### src/design/pwc_pkg.sv
// Shared types, widths and helpers for the polyline window clipper.
// Depends on nothing.
package pwc_pkg;

  localparam int COORD_BITS = 16;
  localparam int WIN_W      = 16;
  localparam int SIZE_W     = 15;
  localparam int EXT_W      = ((COORD_BITS > WIN_W) ? COORD_BITS : WIN_W) + 2;
  localparam int D_W        = COORD_BITS + 1;
  localparam int DIFF_W     = EXT_W + 1;
  localparam int DM_W       = COORD_BITS;
  localparam int DFM_W      = EXT_W;
  localparam int DVD_W      = DM_W + DFM_W;
  localparam int T_W        = DVD_W + 2;
  localparam int CNT_W      = $clog2(DVD_W + 1);

  localparam logic [SIZE_W-1:0] WIDTH_RST  = SIZE_W'(640);
  localparam logic [SIZE_W-1:0] HEIGHT_RST = SIZE_W'(480);

  localparam int RG_LEFT  = 0;
  localparam int RG_RIGHT = 1;
  localparam int RG_ABOVE = 2;
  localparam int RG_BELOW = 3;

  typedef enum logic [1:0] {
    CFG_WIN_LEFT,
    CFG_WIN_TOP,
    CFG_WIN_WIDTH,
    CFG_WIN_HEIGHT
  } cfg_reg_t;

  typedef enum logic [2:0] {
    S_IDLE,
    S_START,
    S_EDGE,
    S_DIV_GO,
    S_DIV_WAIT,
    S_CHECK,
    S_EMIT
  } pwc_state_t;

  typedef struct packed {
    logic start;
    logic done;
  } div_ctl_t;

  function automatic logic [3:0] region_of(
    input logic signed [EXT_W-1:0] x,
    input logic signed [EXT_W-1:0] y,
    input logic signed [EXT_W-1:0] xmin,
    input logic signed [EXT_W-1:0] xmax,
    input logic signed [EXT_W-1:0] ymin,
    input logic signed [EXT_W-1:0] ymax
  );
    logic [3:0] r;
    r = '0;
    if (x < xmin) r[RG_LEFT] = 1'b1;
    else if (x > xmax) r[RG_RIGHT] = 1'b1;
    if (y < ymin) r[RG_ABOVE] = 1'b1;
    else if (y > ymax) r[RG_BELOW] = 1'b1;
    return r;
  endfunction

endpackage

### src/design/pwc_in_if.sv
// Vertex input channel: valid/ready with the vertex payload.
// Depends on pwc_pkg.
interface pwc_in_if import pwc_pkg::*; ();
  logic                         valid;
  logic                         ready;
  logic signed [COORD_BITS-1:0] pt_x;
  logic signed [COORD_BITS-1:0] pt_y;
  logic                         first_point;
  modport source (output valid, pt_x, pt_y, first_point, input ready);
  modport sink (input valid, pt_x, pt_y, first_point, output ready);
endinterface

### src/design/pwc_out_if.sv
// Segment result channel: valid/ready with the clipped segment.
// Depends on pwc_pkg.
interface pwc_out_if import pwc_pkg::*; ();
  logic                         valid;
  logic                         ready;
  logic signed [COORD_BITS-1:0] seg_x0;
  logic signed [COORD_BITS-1:0] seg_y0;
  logic signed [COORD_BITS-1:0] seg_x1;
  logic signed [COORD_BITS-1:0] seg_y1;
  modport source (output valid, seg_x0, seg_y0, seg_x1, seg_y1, input ready);
  modport sink (input valid, seg_x0, seg_y0, seg_x1, seg_y1, output ready);
endinterface

### src/design/pwc_cfg_if.sv
// Configuration write channel: valid/ready, register index and data.
// Depends on pwc_pkg.
interface pwc_cfg_if import pwc_pkg::*; ();
  logic             valid;
  logic             ready;
  logic [1:0]       index;
  logic [WIN_W-1:0] data;
  modport source (output valid, index, data, input ready);
  modport sink (input valid, index, data, output ready);
endinterface

### src/design/pwc_div.sv
// Restoring unsigned divider, one quotient bit per cycle.
// Depends on pwc_pkg.
module pwc_div import pwc_pkg::*; (
  input  logic             clk,
  input  logic             rst_n,
  input  div_ctl_t         ctl_in,
  output div_ctl_t         ctl_out,
  input  logic [DVD_W-1:0] dividend,
  input  logic [DM_W-1:0]  divisor,
  output logic [DVD_W-1:0] quotient
);

  logic [DVD_W-1:0] quo_r, quo_nxt;
  logic [DM_W-1:0]  rem_r, rem_nxt;
  logic [DM_W-1:0]  dvs_r, dvs_nxt;
  logic [CNT_W-1:0] cnt_r, cnt_nxt;
  logic             busy_r, busy_nxt;
  logic             done_r, done_nxt;
  logic [DM_W:0]    trial;

  always_comb begin
    quo_nxt  = quo_r;
    rem_nxt  = rem_r;
    dvs_nxt  = dvs_r;
    cnt_nxt  = cnt_r;
    busy_nxt = busy_r;
    done_nxt = 1'b0;
    trial    = {rem_r, quo_r[DVD_W-1]};
    if (ctl_in.start) begin
      quo_nxt  = dividend;
      rem_nxt  = '0;
      dvs_nxt  = divisor;
      cnt_nxt  = '0;
      busy_nxt = 1'b1;
    end else if (busy_r) begin
      if (trial >= {1'b0, dvs_r}) begin
        rem_nxt = DM_W'(trial - {1'b0, dvs_r});
        quo_nxt = {quo_r[DVD_W-2:0], 1'b1};
      end else begin
        rem_nxt = trial[DM_W-1:0];
        quo_nxt = {quo_r[DVD_W-2:0], 1'b0};
      end
      cnt_nxt = cnt_r + 1'b1;
      if (cnt_r == CNT_W'(DVD_W - 1)) begin
        busy_nxt = 1'b0;
        done_nxt = 1'b1;
      end
    end
  end

  always_ff @(posedge clk) begin
    quo_r <= quo_nxt;
    rem_r <= rem_nxt;
    dvs_r <= dvs_nxt;
    cnt_r <= cnt_nxt;
    if (!rst_n) begin
      busy_r <= 1'b0;
      done_r <= 1'b0;
    end else begin
      busy_r <= busy_nxt;
      done_r <= done_nxt;
    end
  end

  assign quotient      = quo_r;
  assign ctl_out.done  = done_r;
  assign ctl_out.start = busy_r;

endmodule

### src/design/polyline_window_clipper_unit.sv
// Polyline window clipper: one vertex in, at most one clipped segment out.
// A vertex that needs no clipping passes through S_START and S_EMIT only; each edge crossing tried
// runs S_EDGE, S_DIV_GO, S_DIV_WAIT and S_CHECK (34-bit shared divider, one bit a
// cycle), each edge skipped just S_EDGE; at most two tries per end, four per vertex.
// No new vertex is taken until the last is done; divider and output stalls set the pace.
// Synchronous active-low reset: window 0,0,640x480, no previous vertex, output empty.
module polyline_window_clipper_unit import pwc_pkg::*; (
  input  logic clk,
  input  logic rst_n,
  pwc_in_if.sink    in_ch,
  pwc_out_if.source out_ch,
  pwc_cfg_if.sink   cfg_ch
);

  pwc_state_t state_r, state_nxt;

  logic signed [WIN_W-1:0]      win_left_r, win_top_r;
  logic [SIZE_W-1:0]            win_width_r, win_height_r;
  logic signed [COORD_BITS-1:0] prev_x_r, prev_y_r, cur_x_r, cur_y_r;
  logic                         prev_valid_r, first_r;
  logic                         end_r, end_nxt;
  logic [1:0]                   edge_r, edge_nxt;
  logic [3:0]                   rg_a_r, rg_a_nxt, rg_b_r, rg_b_nxt;
  logic signed [COORD_BITS-1:0] ax_r, ax_nxt, ay_r, ay_nxt, bx_r, bx_nxt, by_r, by_nxt;
  logic [DVD_W-1:0]             prod_r, prod_nxt;
  logic [DM_W-1:0]              den_r, den_nxt;
  logic                         neg_r, neg_nxt;
  logic                         out_valid_r;
  logic signed [COORD_BITS-1:0] ox0_r, oy0_r, ox1_r, oy1_r;
  logic                         load_out, upd_prev;

  logic signed [EXT_W-1:0]  xmin, xmax, ymin, ymax, edge_v, lo, hi;
  logic signed [COORD_BITS-1:0] p_x, p_y, o_x, o_y, p_other;
  logic signed [D_W-1:0]    dx, dy, num, den;
  logic signed [DIFF_W-1:0] diff;
  logic [DM_W-1:0]          num_mag, den_mag;
  logic [DFM_W-1:0]         diff_mag;
  logic [3:0]               r0, r1, rg_cur;
  logic                     applicable, in_rng;
  logic signed [T_W-1:0]    q_s, t;
  logic [DVD_W-1:0]         quo;
  div_ctl_t                 div_in, div_out;

  assign xmin = EXT_W'(win_left_r);
  assign ymin = EXT_W'(win_top_r);
  assign xmax = xmin + $signed({{(EXT_W-SIZE_W){1'b0}}, win_width_r}) - EXT_W'(1);
  assign ymax = ymin + $signed({{(EXT_W-SIZE_W){1'b0}}, win_height_r}) - EXT_W'(1);

  assign r0 = region_of(EXT_W'(prev_x_r), EXT_W'(prev_y_r), xmin, xmax, ymin, ymax);
  assign r1 = region_of(EXT_W'(cur_x_r), EXT_W'(cur_y_r), xmin, xmax, ymin, ymax);

  // End under clipping and its opposite end, both at original positions.
  assign p_x    = end_r ? cur_x_r : prev_x_r;
  assign p_y    = end_r ? cur_y_r : prev_y_r;
  assign o_x    = end_r ? prev_x_r : cur_x_r;
  assign o_y    = end_r ? prev_y_r : cur_y_r;
  assign rg_cur = end_r ? rg_b_r : rg_a_r;
  assign dx     = D_W'(o_x) - D_W'(p_x);
  assign dy     = D_W'(o_y) - D_W'(p_y);

  always_comb begin
    unique case (edge_r)
      2'd0: edge_v = xmin;
      2'd1: edge_v = xmax;
      2'd2: edge_v = ymin;
      default: edge_v = ymax;
    endcase
  end

  assign diff    = DIFF_W'(edge_v) - DIFF_W'(edge_r[1] ? p_y : p_x);
  assign num     = edge_r[1] ? dx : dy;
  assign den     = edge_r[1] ? dy : dx;
  assign p_other = edge_r[1] ? p_x : p_y;
  assign lo      = edge_r[1] ? xmin : ymin;
  assign hi      = edge_r[1] ? xmax : ymax;
  assign num_mag  = DM_W'(num[D_W-1] ? -num : num);
  assign den_mag  = DM_W'(den[D_W-1] ? -den : den);
  assign diff_mag = DFM_W'(diff[DIFF_W-1] ? -diff : diff);
  assign applicable = rg_cur[edge_r] && (den != '0);

  assign q_s    = T_W'(quo);
  assign t      = T_W'(p_other) + (neg_r ? -q_s : q_s);
  assign in_rng = (t >= T_W'(lo)) && (t <= T_W'(hi));

  pwc_div u_div (
    .clk      (clk),
    .rst_n    (rst_n),
    .ctl_in   (div_in),
    .ctl_out  (div_out),
    .dividend (prod_r),
    .divisor  (den_r),
    .quotient (quo)
  );

  always_comb begin
    state_nxt  = state_r;
    end_nxt    = end_r;
    edge_nxt   = edge_r;
    rg_a_nxt   = rg_a_r;
    rg_b_nxt   = rg_b_r;
    ax_nxt     = ax_r;
    ay_nxt     = ay_r;
    bx_nxt     = bx_r;
    by_nxt     = by_r;
    prod_nxt   = prod_r;
    den_nxt    = den_r;
    neg_nxt    = neg_r;
    upd_prev   = 1'b0;
    load_out   = 1'b0;
    div_in     = '0;
    unique case (state_r)
      S_IDLE: begin
        if (in_ch.valid) state_nxt = S_START;
      end
      S_START: begin
        ax_nxt = prev_x_r;
        ay_nxt = prev_y_r;
        bx_nxt = cur_x_r;
        by_nxt = cur_y_r;
        rg_a_nxt = r0;
        rg_b_nxt = r1;
        end_nxt  = (r0 == '0);
        edge_nxt = '0;
        if (first_r || !prev_valid_r || ((r0 & r1) != '0)) begin
          upd_prev  = 1'b1;
          state_nxt = S_IDLE;
        end else if ((r0 | r1) == '0) begin
          state_nxt = S_EMIT;
        end else begin
          state_nxt = S_EDGE;
        end
      end
      S_EDGE: begin
        prod_nxt = num_mag * diff_mag;
        den_nxt  = den_mag;
        neg_nxt  = num[D_W-1] ^ diff[DIFF_W-1] ^ den[D_W-1];
        if (applicable) begin
          state_nxt = S_DIV_GO;
        end else if (edge_r == 2'd3) begin
          upd_prev  = 1'b1;
          state_nxt = S_IDLE;
        end else begin
          edge_nxt = edge_r + 2'd1;
        end
      end
      S_DIV_GO: begin
        div_in.start = 1'b1;
        state_nxt    = S_DIV_WAIT;
      end
      S_DIV_WAIT: begin
        if (div_out.done) state_nxt = S_CHECK;
      end
      S_CHECK: begin
        if (in_rng) begin
          if (end_r) begin
            bx_nxt = edge_r[1] ? t[COORD_BITS-1:0] : edge_v[COORD_BITS-1:0];
            by_nxt = edge_r[1] ? edge_v[COORD_BITS-1:0] : t[COORD_BITS-1:0];
            state_nxt = S_EMIT;
          end else begin
            ax_nxt = edge_r[1] ? t[COORD_BITS-1:0] : edge_v[COORD_BITS-1:0];
            ay_nxt = edge_r[1] ? edge_v[COORD_BITS-1:0] : t[COORD_BITS-1:0];
            if (rg_b_r != '0) begin
              end_nxt   = 1'b1;
              edge_nxt  = '0;
              state_nxt = S_EDGE;
            end else begin
              state_nxt = S_EMIT;
            end
          end
        end else if (edge_r == 2'd3) begin
          upd_prev  = 1'b1;
          state_nxt = S_IDLE;
        end else begin
          edge_nxt  = edge_r + 2'd1;
          state_nxt = S_EDGE;
        end
      end
      S_EMIT: begin
        // hold until the output register is free
        if (!out_valid_r || out_ch.ready) begin
          load_out  = 1'b1;
          upd_prev  = 1'b1;
          state_nxt = S_IDLE;
        end
      end
      default: state_nxt = S_IDLE;
    endcase
  end

  always_ff @(posedge clk) begin
    end_r  <= end_nxt;
    edge_r <= edge_nxt;
    rg_a_r <= rg_a_nxt;
    rg_b_r <= rg_b_nxt;
    ax_r   <= ax_nxt;
    ay_r   <= ay_nxt;
    bx_r   <= bx_nxt;
    by_r   <= by_nxt;
    prod_r <= prod_nxt;
    den_r  <= den_nxt;
    neg_r  <= neg_nxt;
    if (in_ch.valid && in_ch.ready) begin
      cur_x_r <= in_ch.pt_x;
      cur_y_r <= in_ch.pt_y;
      first_r <= in_ch.first_point;
    end
    if (load_out) begin
      ox0_r <= ax_r;
      oy0_r <= ay_r;
      ox1_r <= bx_r;
      oy1_r <= by_r;
    end
    if (!rst_n) begin
      state_r      <= S_IDLE;
      prev_x_r     <= '0;
      prev_y_r     <= '0;
      prev_valid_r <= 1'b0;
      out_valid_r  <= 1'b0;
      win_left_r   <= '0;
      win_top_r    <= '0;
      win_width_r  <= WIDTH_RST;
      win_height_r <= HEIGHT_RST;
    end else begin
      state_r <= state_nxt;
      if (upd_prev) begin
        prev_x_r     <= cur_x_r;
        prev_y_r     <= cur_y_r;
        prev_valid_r <= 1'b1;
      end
      if (load_out) out_valid_r <= 1'b1;
      else if (out_ch.ready) out_valid_r <= 1'b0;
      if (cfg_ch.valid) begin
        unique case (cfg_reg_t'(cfg_ch.index))
          CFG_WIN_LEFT:   win_left_r   <= cfg_ch.data;
          CFG_WIN_TOP:    win_top_r    <= cfg_ch.data;
          CFG_WIN_WIDTH:  win_width_r  <= cfg_ch.data[SIZE_W-1:0];
          CFG_WIN_HEIGHT: win_height_r <= cfg_ch.data[SIZE_W-1:0];
        endcase
      end
    end
  end

  assign in_ch.ready   = (state_r == S_IDLE);
  assign cfg_ch.ready  = 1'b1;
  assign out_ch.valid  = out_valid_r;
  assign out_ch.seg_x0 = ox0_r;
  assign out_ch.seg_y0 = oy0_r;
  assign out_ch.seg_x1 = ox1_r;
  assign out_ch.seg_y1 = oy1_r;

endmodule

### src/flat_wrapper.sv
// flat-port wrapper written by rule: the top's interface ports become plain ports
module polyline_window_clipper_unit_flat import pwc_pkg::*;
  (clk, rst_n, in_ch_valid, in_ch_pt_x, in_ch_pt_y, in_ch_first_point, in_ch_ready, out_ch_valid, out_ch_seg_x0, out_ch_seg_y0, out_ch_seg_x1, out_ch_seg_y1, out_ch_ready, cfg_ch_valid, cfg_ch_index, cfg_ch_data, cfg_ch_ready);
  pwc_in_if in_ch_i ();
  pwc_out_if out_ch_i ();
  pwc_cfg_if cfg_ch_i ();
  input  logic clk;
  input  logic rst_n;
  input wire logic [$bits(in_ch_i.valid)-1:0] in_ch_valid;
  input wire logic [$bits(in_ch_i.pt_x)-1:0] in_ch_pt_x;
  input wire logic [$bits(in_ch_i.pt_y)-1:0] in_ch_pt_y;
  input wire logic [$bits(in_ch_i.first_point)-1:0] in_ch_first_point;
  output wire logic [$bits(in_ch_i.ready)-1:0] in_ch_ready;
  output wire logic [$bits(out_ch_i.valid)-1:0] out_ch_valid;
  output wire logic [$bits(out_ch_i.seg_x0)-1:0] out_ch_seg_x0;
  output wire logic [$bits(out_ch_i.seg_y0)-1:0] out_ch_seg_y0;
  output wire logic [$bits(out_ch_i.seg_x1)-1:0] out_ch_seg_x1;
  output wire logic [$bits(out_ch_i.seg_y1)-1:0] out_ch_seg_y1;
  input wire logic [$bits(out_ch_i.ready)-1:0] out_ch_ready;
  input wire logic [$bits(cfg_ch_i.valid)-1:0] cfg_ch_valid;
  input wire logic [$bits(cfg_ch_i.index)-1:0] cfg_ch_index;
  input wire logic [$bits(cfg_ch_i.data)-1:0] cfg_ch_data;
  output wire logic [$bits(cfg_ch_i.ready)-1:0] cfg_ch_ready;
  assign in_ch_i.valid = in_ch_valid;
  assign in_ch_i.pt_x = in_ch_pt_x;
  assign in_ch_i.pt_y = in_ch_pt_y;
  assign in_ch_i.first_point = in_ch_first_point;
  assign in_ch_ready = in_ch_i.ready;
  assign out_ch_valid = out_ch_i.valid;
  assign out_ch_seg_x0 = out_ch_i.seg_x0;
  assign out_ch_seg_y0 = out_ch_i.seg_y0;
  assign out_ch_seg_x1 = out_ch_i.seg_x1;
  assign out_ch_seg_y1 = out_ch_i.seg_y1;
  assign out_ch_i.ready = out_ch_ready;
  assign cfg_ch_i.valid = cfg_ch_valid;
  assign cfg_ch_i.index = cfg_ch_index;
  assign cfg_ch_i.data = cfg_ch_data;
  assign cfg_ch_ready = cfg_ch_i.ready;
  polyline_window_clipper_unit u_core (.clk(clk), .rst_n(rst_n), .in_ch(in_ch_i), .out_ch(out_ch_i), .cfg_ch(cfg_ch_i));
endmodule
### config.mk
export PLATFORM = sky130hd
export DESIGN_NAME = polyline_window_clipper_unit_flat
export DESIGN_NICKNAME = d
export VERILOG_FILES = /design/src/design/pwc_pkg.sv /design/src/design/pwc_in_if.sv /design/src/design/pwc_out_if.sv /design/src/design/pwc_cfg_if.sv /design/src/design/pwc_div.sv /design/src/design/polyline_window_clipper_unit.sv /design/src/flat_wrapper.sv
export SDC_FILE = /design/constraint.sdc
export NUM_CORES = 2
export LEC_CHECK = 0
export ABC_CLOCK_PERIOD_IN_PS = 14800
export BUFFER_PORTS_ARGS = -buffer_cell sky130_fd_sc_hd__buf_2
export CAP_MARGIN = 10
export CORE_MARGIN = 3
export CORE_UTILIZATION = 40
export CTS_CLUSTER_DIAMETER = 150
export DETAILED_ROUTE_END_ITERATION = 7
export PLACE_DENSITY = 0.57
export SETUP_SLACK_MARGIN = 0.15
export SYNTH_ARGS = -nofsm -noshare
export SYNTH_HDL_FRONTEND = slang
export SYNTH_SLANG_ARGS = --single-unit
export TNS_END_PERCENT = 100
### constraint.sdc
create_clock -name clk -period 14.8 [get_ports clk]
set_clock_uncertainty 0.1 [all_clocks]
set_input_delay 2.22 -clock clk [delete_from_list [all_inputs] [get_ports clk]]
set_output_delay 2.22 -clock clk [all_outputs]
set_load 0.005 [all_outputs]
==> qor.txt <==
GLOBAL ROUTING
----------------------------------------------------------------------------------------------------
First-pass GRT wire length ............................................................   209,000 um
Antenna violations before repair ......................................................            3
Total track usage .....................................................................        0.267
Total congestion overflow .............................................................            0
Maximum number of pins on one net before global-route repair ..........................          156
Vias in the first global route ........................................................       32,380

DRT
----------------------------------------------------------------------------------------------------
Detailed-route vias per instance ......................................................         5.77
Final wirelength ......................................................................   141,000 um
Antenna-violating nets left ...........................................................            0
Post-DR wirelength/cell ...............................................................      23.6 um
Total iterations of the first detailed-routing run ....................................            6
Violation count after the first detailed-routing iteration ............................        3,437
DRC errors left .......................................................................            0
Routed vias ...........................................................................       34,368

WORST SETUP PATH
----------------------------------------------------------------------------------------------------
Stage delay of the slowest cell on the critical path ..................................       800 ps
Reg2reg path depth ....................................................................           44
Worst endpoint data arrival time ......................................................    13,510 ps
Setup Crit Path Kind ..................................................................   reg -> reg
Crit path depth .......................................................................           44
Top Family by Delay on Critical Path ..................................................  adder cells
Type of destination of the critical path ..............................................     register
Number of buffers and inverters on the critical path ..................................            6
Most numerous cell on the critical path ............................................... sky130_fd_sc_hd__fa_1
Required time reported for the critical path endpoint .................................    15,020 ps
Largest fanout on the critical path ...................................................           12
Cell with the largest stage delay on the worst path ................................... sky130_fd_sc_hd__xnor2_1
Nature of the critical path startpoint ................................................     register

STA
----------------------------------------------------------------------------------------------------
Max Fclk ..............................................................................     75.2 MHz
Final Slew Violations .................................................................            0
Slew at the pin closest to its max-slew limit .........................................      1210 ps
Setup TNS after final layout ..........................................................         0 ps
Final hold viol count .................................................................            0
Number of endpoints failing setup at the final stage ..................................            0
Final worst path period need ..........................................................    13,290 ps
Worst slew margin relative to its limit ...............................................        0.194
RSZ-0062 raised after global routing ..................................................           no
Period utilisation layout .............................................................        0.898

DIE
----------------------------------------------------------------------------------------------------
Cell Rows .............................................................................          115
Die W .................................................................................       324 um
Starting Density ......................................................................        0.407
Area enclosed by the die boundary .....................................................    0.105 mm2
Vert. Die Dim .........................................................................       324 um
Placeable Area ........................................................................   0.0993 mm2
Io pins ...............................................................................          123

PLACEMENT
----------------------------------------------------------------------------------------------------
Count of input and output buffers .....................................................          121
GPL Wtd Cong ..........................................................................        0.987
Post-detailed-placement cell area .....................................................   0.0426 mm2
DPL Wire Length .......................................................................   110,000 um

CTS
----------------------------------------------------------------------------------------------------
Number of buffers created by CTS ......................................................           45
Clock tree from TritonCTS .............................................................        built
Number of buffers inserted by post-CTS setup repair ...................................            0
CTS sink count ........................................................................          396
Number of gates given a new drive strength after cts ..................................            0
CTS H-tree depth ......................................................................            2
Maximum root-to-sink buffer count .....................................................            3
Clk_lat worst skew ....................................................................       630 ps
Clk Tree Root Cell .................................................................... sky130_fd_sc_hd__clkbuf_16
Clock-pin slew reported for the worst setup and hold paths after clock tree synthesis .        60 ps
Hold buffers post-CTS .................................................................            0

HOLD PATH
----------------------------------------------------------------------------------------------------
Classification of the worst-slack hold path ...........................................   reg -> reg
Worst Hold Depth ......................................................................            0

SYNTHESIS
----------------------------------------------------------------------------------------------------
Synthesis-stage register bit count ....................................................          396
Cell Area, Synth ......................................................................   0.0404 mm2
Ys Warns ..............................................................................            0
Area share of the largest cell type after synthesis ...................................        0.203
Share of flip-flops with an asynchronous set or reset after synthesis .................            0
Mean cell area of the mapped netlist ..................................................     8.88 um2
Number of different library cells in the post-synthesis netlist .......................          102
EDFF count, synth .....................................................................          273
Most area-hungry cell type in the Yosys netlist ....................................... sky130_fd_sc_hd__edfxtp_1
Leading cell types by total area after synthesis ...................................... sky130_fd_sc_hd__edfxtp_1, sky130_fd_sc_hd__ha_1, sky130_fd_sc_hd__fa_1, sky130_fd_sc_hd__dfxtp_1, sky130_fd_sc_hd__nand2_1
Most used flip-flop cell after synthesis .............................................. sky130_fd_sc_hd__edfxtp_1
Post-synth net total ..................................................................        5,257
Post-synthesis instance total .........................................................        4,554
Post-synthesis sequential area ratio ..................................................        0.264

JOB
----------------------------------------------------------------------------------------------------
# Max-Cap Violations ..................................................................            0

CELLS AND AREA
----------------------------------------------------------------------------------------------------
Fin area ..............................................................................   0.0441 mm2
Growth of design area from synthesis to finish ........................................        9.12%
Total number of nets in the final design ..............................................        5,334
Fraction of final layout cells with drive strength greater than 1 .....................       0.0823

OUTCOME
----------------------------------------------------------------------------------------------------
Result of the run ..................................................................... complete, no violations

==> cells by family after synthesis <==
family,after synthesis,share of synthesized area
DFF,396,0.264
muxes,123,0.0378
and+or+nand+nor,1526,0.175
other,1,0.0000928
AOI/OAI and AO/OA,992,0.162
xor gates and xnor gates,274,0.0611
buffers and inverters,593,0.0571
adders and majority gates,649,0.243
==> cells in the mapped netlist, drive strengths merged (8+ instances only) <==
cell / count
o211ai: 44
a21boi: 15
xnor2: 200
o31a: 9
dfxtp: 123
a2111oi: 8
a31oi: 48
ha: 420
nor2b: 91
buf: 53
nand2b: 87
clkbuf: 121
nand2: 609
inv: 417
o22ai: 11
edfxtp: 273
and2: 44
o2111ai: 13
nand3b: 8
xor2: 73
or4: 9
nor3b: 14
and3: 29
o31ai: 28
a211oi: 51
or2: 32
a211o: 22
a31o: 8
nand3: 70
nor4: 16
mux2: 16
o211a: 12
nor3: 64
nand4: 51
a21o: 104
o21a: 66
mux2i: 85
o41ai: 8
a21oi: 274
nor2: 358
o21bai: 12
o21ai: 181
mux4: 22
or3: 21
fa: 227
==> cell usage in the layout, fill, tap and decap left out, types with 13 or more instances in the layout <==
master,n
sky130_fd_sc_hd__or3_1,21
sky130_fd_sc_hd__buf_4,81
sky130_fd_sc_hd__nand2_1,609
sky130_fd_sc_hd__o21a_1,66
sky130_fd_sc_hd__inv_1,412
sky130_fd_sc_hd__o211ai_1,44
sky130_fd_sc_hd__a21oi_1,270
sky130_fd_sc_hd__clkbuf_16,45
sky130_fd_sc_hd__a21boi_0,15
sky130_fd_sc_hd__mux4_2,22
sky130_fd_sc_hd__nor2b_1,91
sky130_fd_sc_hd__mux2_2,16
sky130_fd_sc_hd__a21o_1,104
sky130_fd_sc_hd__xor2_1,72
sky130_fd_sc_hd__and2_1,41
sky130_fd_sc_hd__dfxtp_1,123
sky130_fd_sc_hd__xnor2_1,190
sky130_fd_sc_hd__nor4_1,16
sky130_fd_sc_hd__or2_2,24
sky130_fd_sc_hd__a211o_1,22
sky130_fd_sc_hd__o2111ai_1,13
sky130_fd_sc_hd__a211oi_1,49
sky130_fd_sc_hd__edfxtp_1,273
sky130_fd_sc_hd__o21ai_0,169
sky130_fd_sc_hd__nand4_1,51
sky130_fd_sc_hd__nand3_1,70
sky130_fd_sc_hd__nor2_1,356
sky130_fd_sc_hd__a31oi_1,48
sky130_fd_sc_hd__fa_1,227
sky130_fd_sc_hd__mux2i_1,83
sky130_fd_sc_hd__nand2b_1,87
sky130_fd_sc_hd__buf_2,121
sky130_fd_sc_hd__nor3_1,63
sky130_fd_sc_hd__ha_1,420
sky130_fd_sc_hd__and3_1,29
sky130_fd_sc_hd__o31ai_1,28
==> layer usage <==
metal	share of wire	vias to the layer above	track usage	routed length, um
met5	0.000093	-	0	13
met2	0.42	1465	0.396	58900
met3	0.097	230	0.0525	13600
met4	0.037	2	0.0875	5220
met1	0.45	16564	0.388	62900
li1	-	16107	-	-
==> per-stage QoR <==
stage | utilization | instances | hold slack [ps] | setup slack, ps
6_report | 0.444 | 5955 | 296 | 1510
2_1_floorplan | - | 4554 | 300 | 3410
3_3_place_gp | 0.429 | 5871 | 300 | 2030
5_1_grt | 0.444 | 5954 | 322 | 762
3_5_place_dp | 0.429 | 5871 | 305 | 1830
4_1_cts | 0.444 | 5954 | 306 | 1720
==> path summary, 6_finish.rpt <==
path	endpoint	from	slack [ps]
max	u_core.prod_r[32]$_DFFE_PP_	u_core.win_top_r[0]$_SDFFE_PN0P_	1510
max reg2reg	u_core.prod_r[32]$_DFFE_PP_	u_core.win_top_r[0]$_SDFFE_PN0P_	1510
min	u_core.out_ch.seg_y1[10]$_DFFE_PP_	u_core.by_r[10]$_DFFE_PP_	300
min reg2reg	u_core.out_ch.seg_y1[10]$_DFFE_PP_	u_core.by_r[10]$_DFFE_PP_	300
==> cell type report <==
cell class / count / area (um2)
Fill cell: 9768 / 55200
Clock inverter: 25 / 280
Timing Repair Buffer: 204 / 1250
Antenna cell: 1 / 2.50
Inverter: 419 / 1570
Multi-Input combinational cell: 3565 / 27500
Clock buffer: 58 / 1190
Sequential cell: 396 / 10700
Tap cell: 1287 / 1610
Power is left out: the tool's default activity adds up to more than one toggle a clock period on the data nets, which glitch-free logic cannot reach.
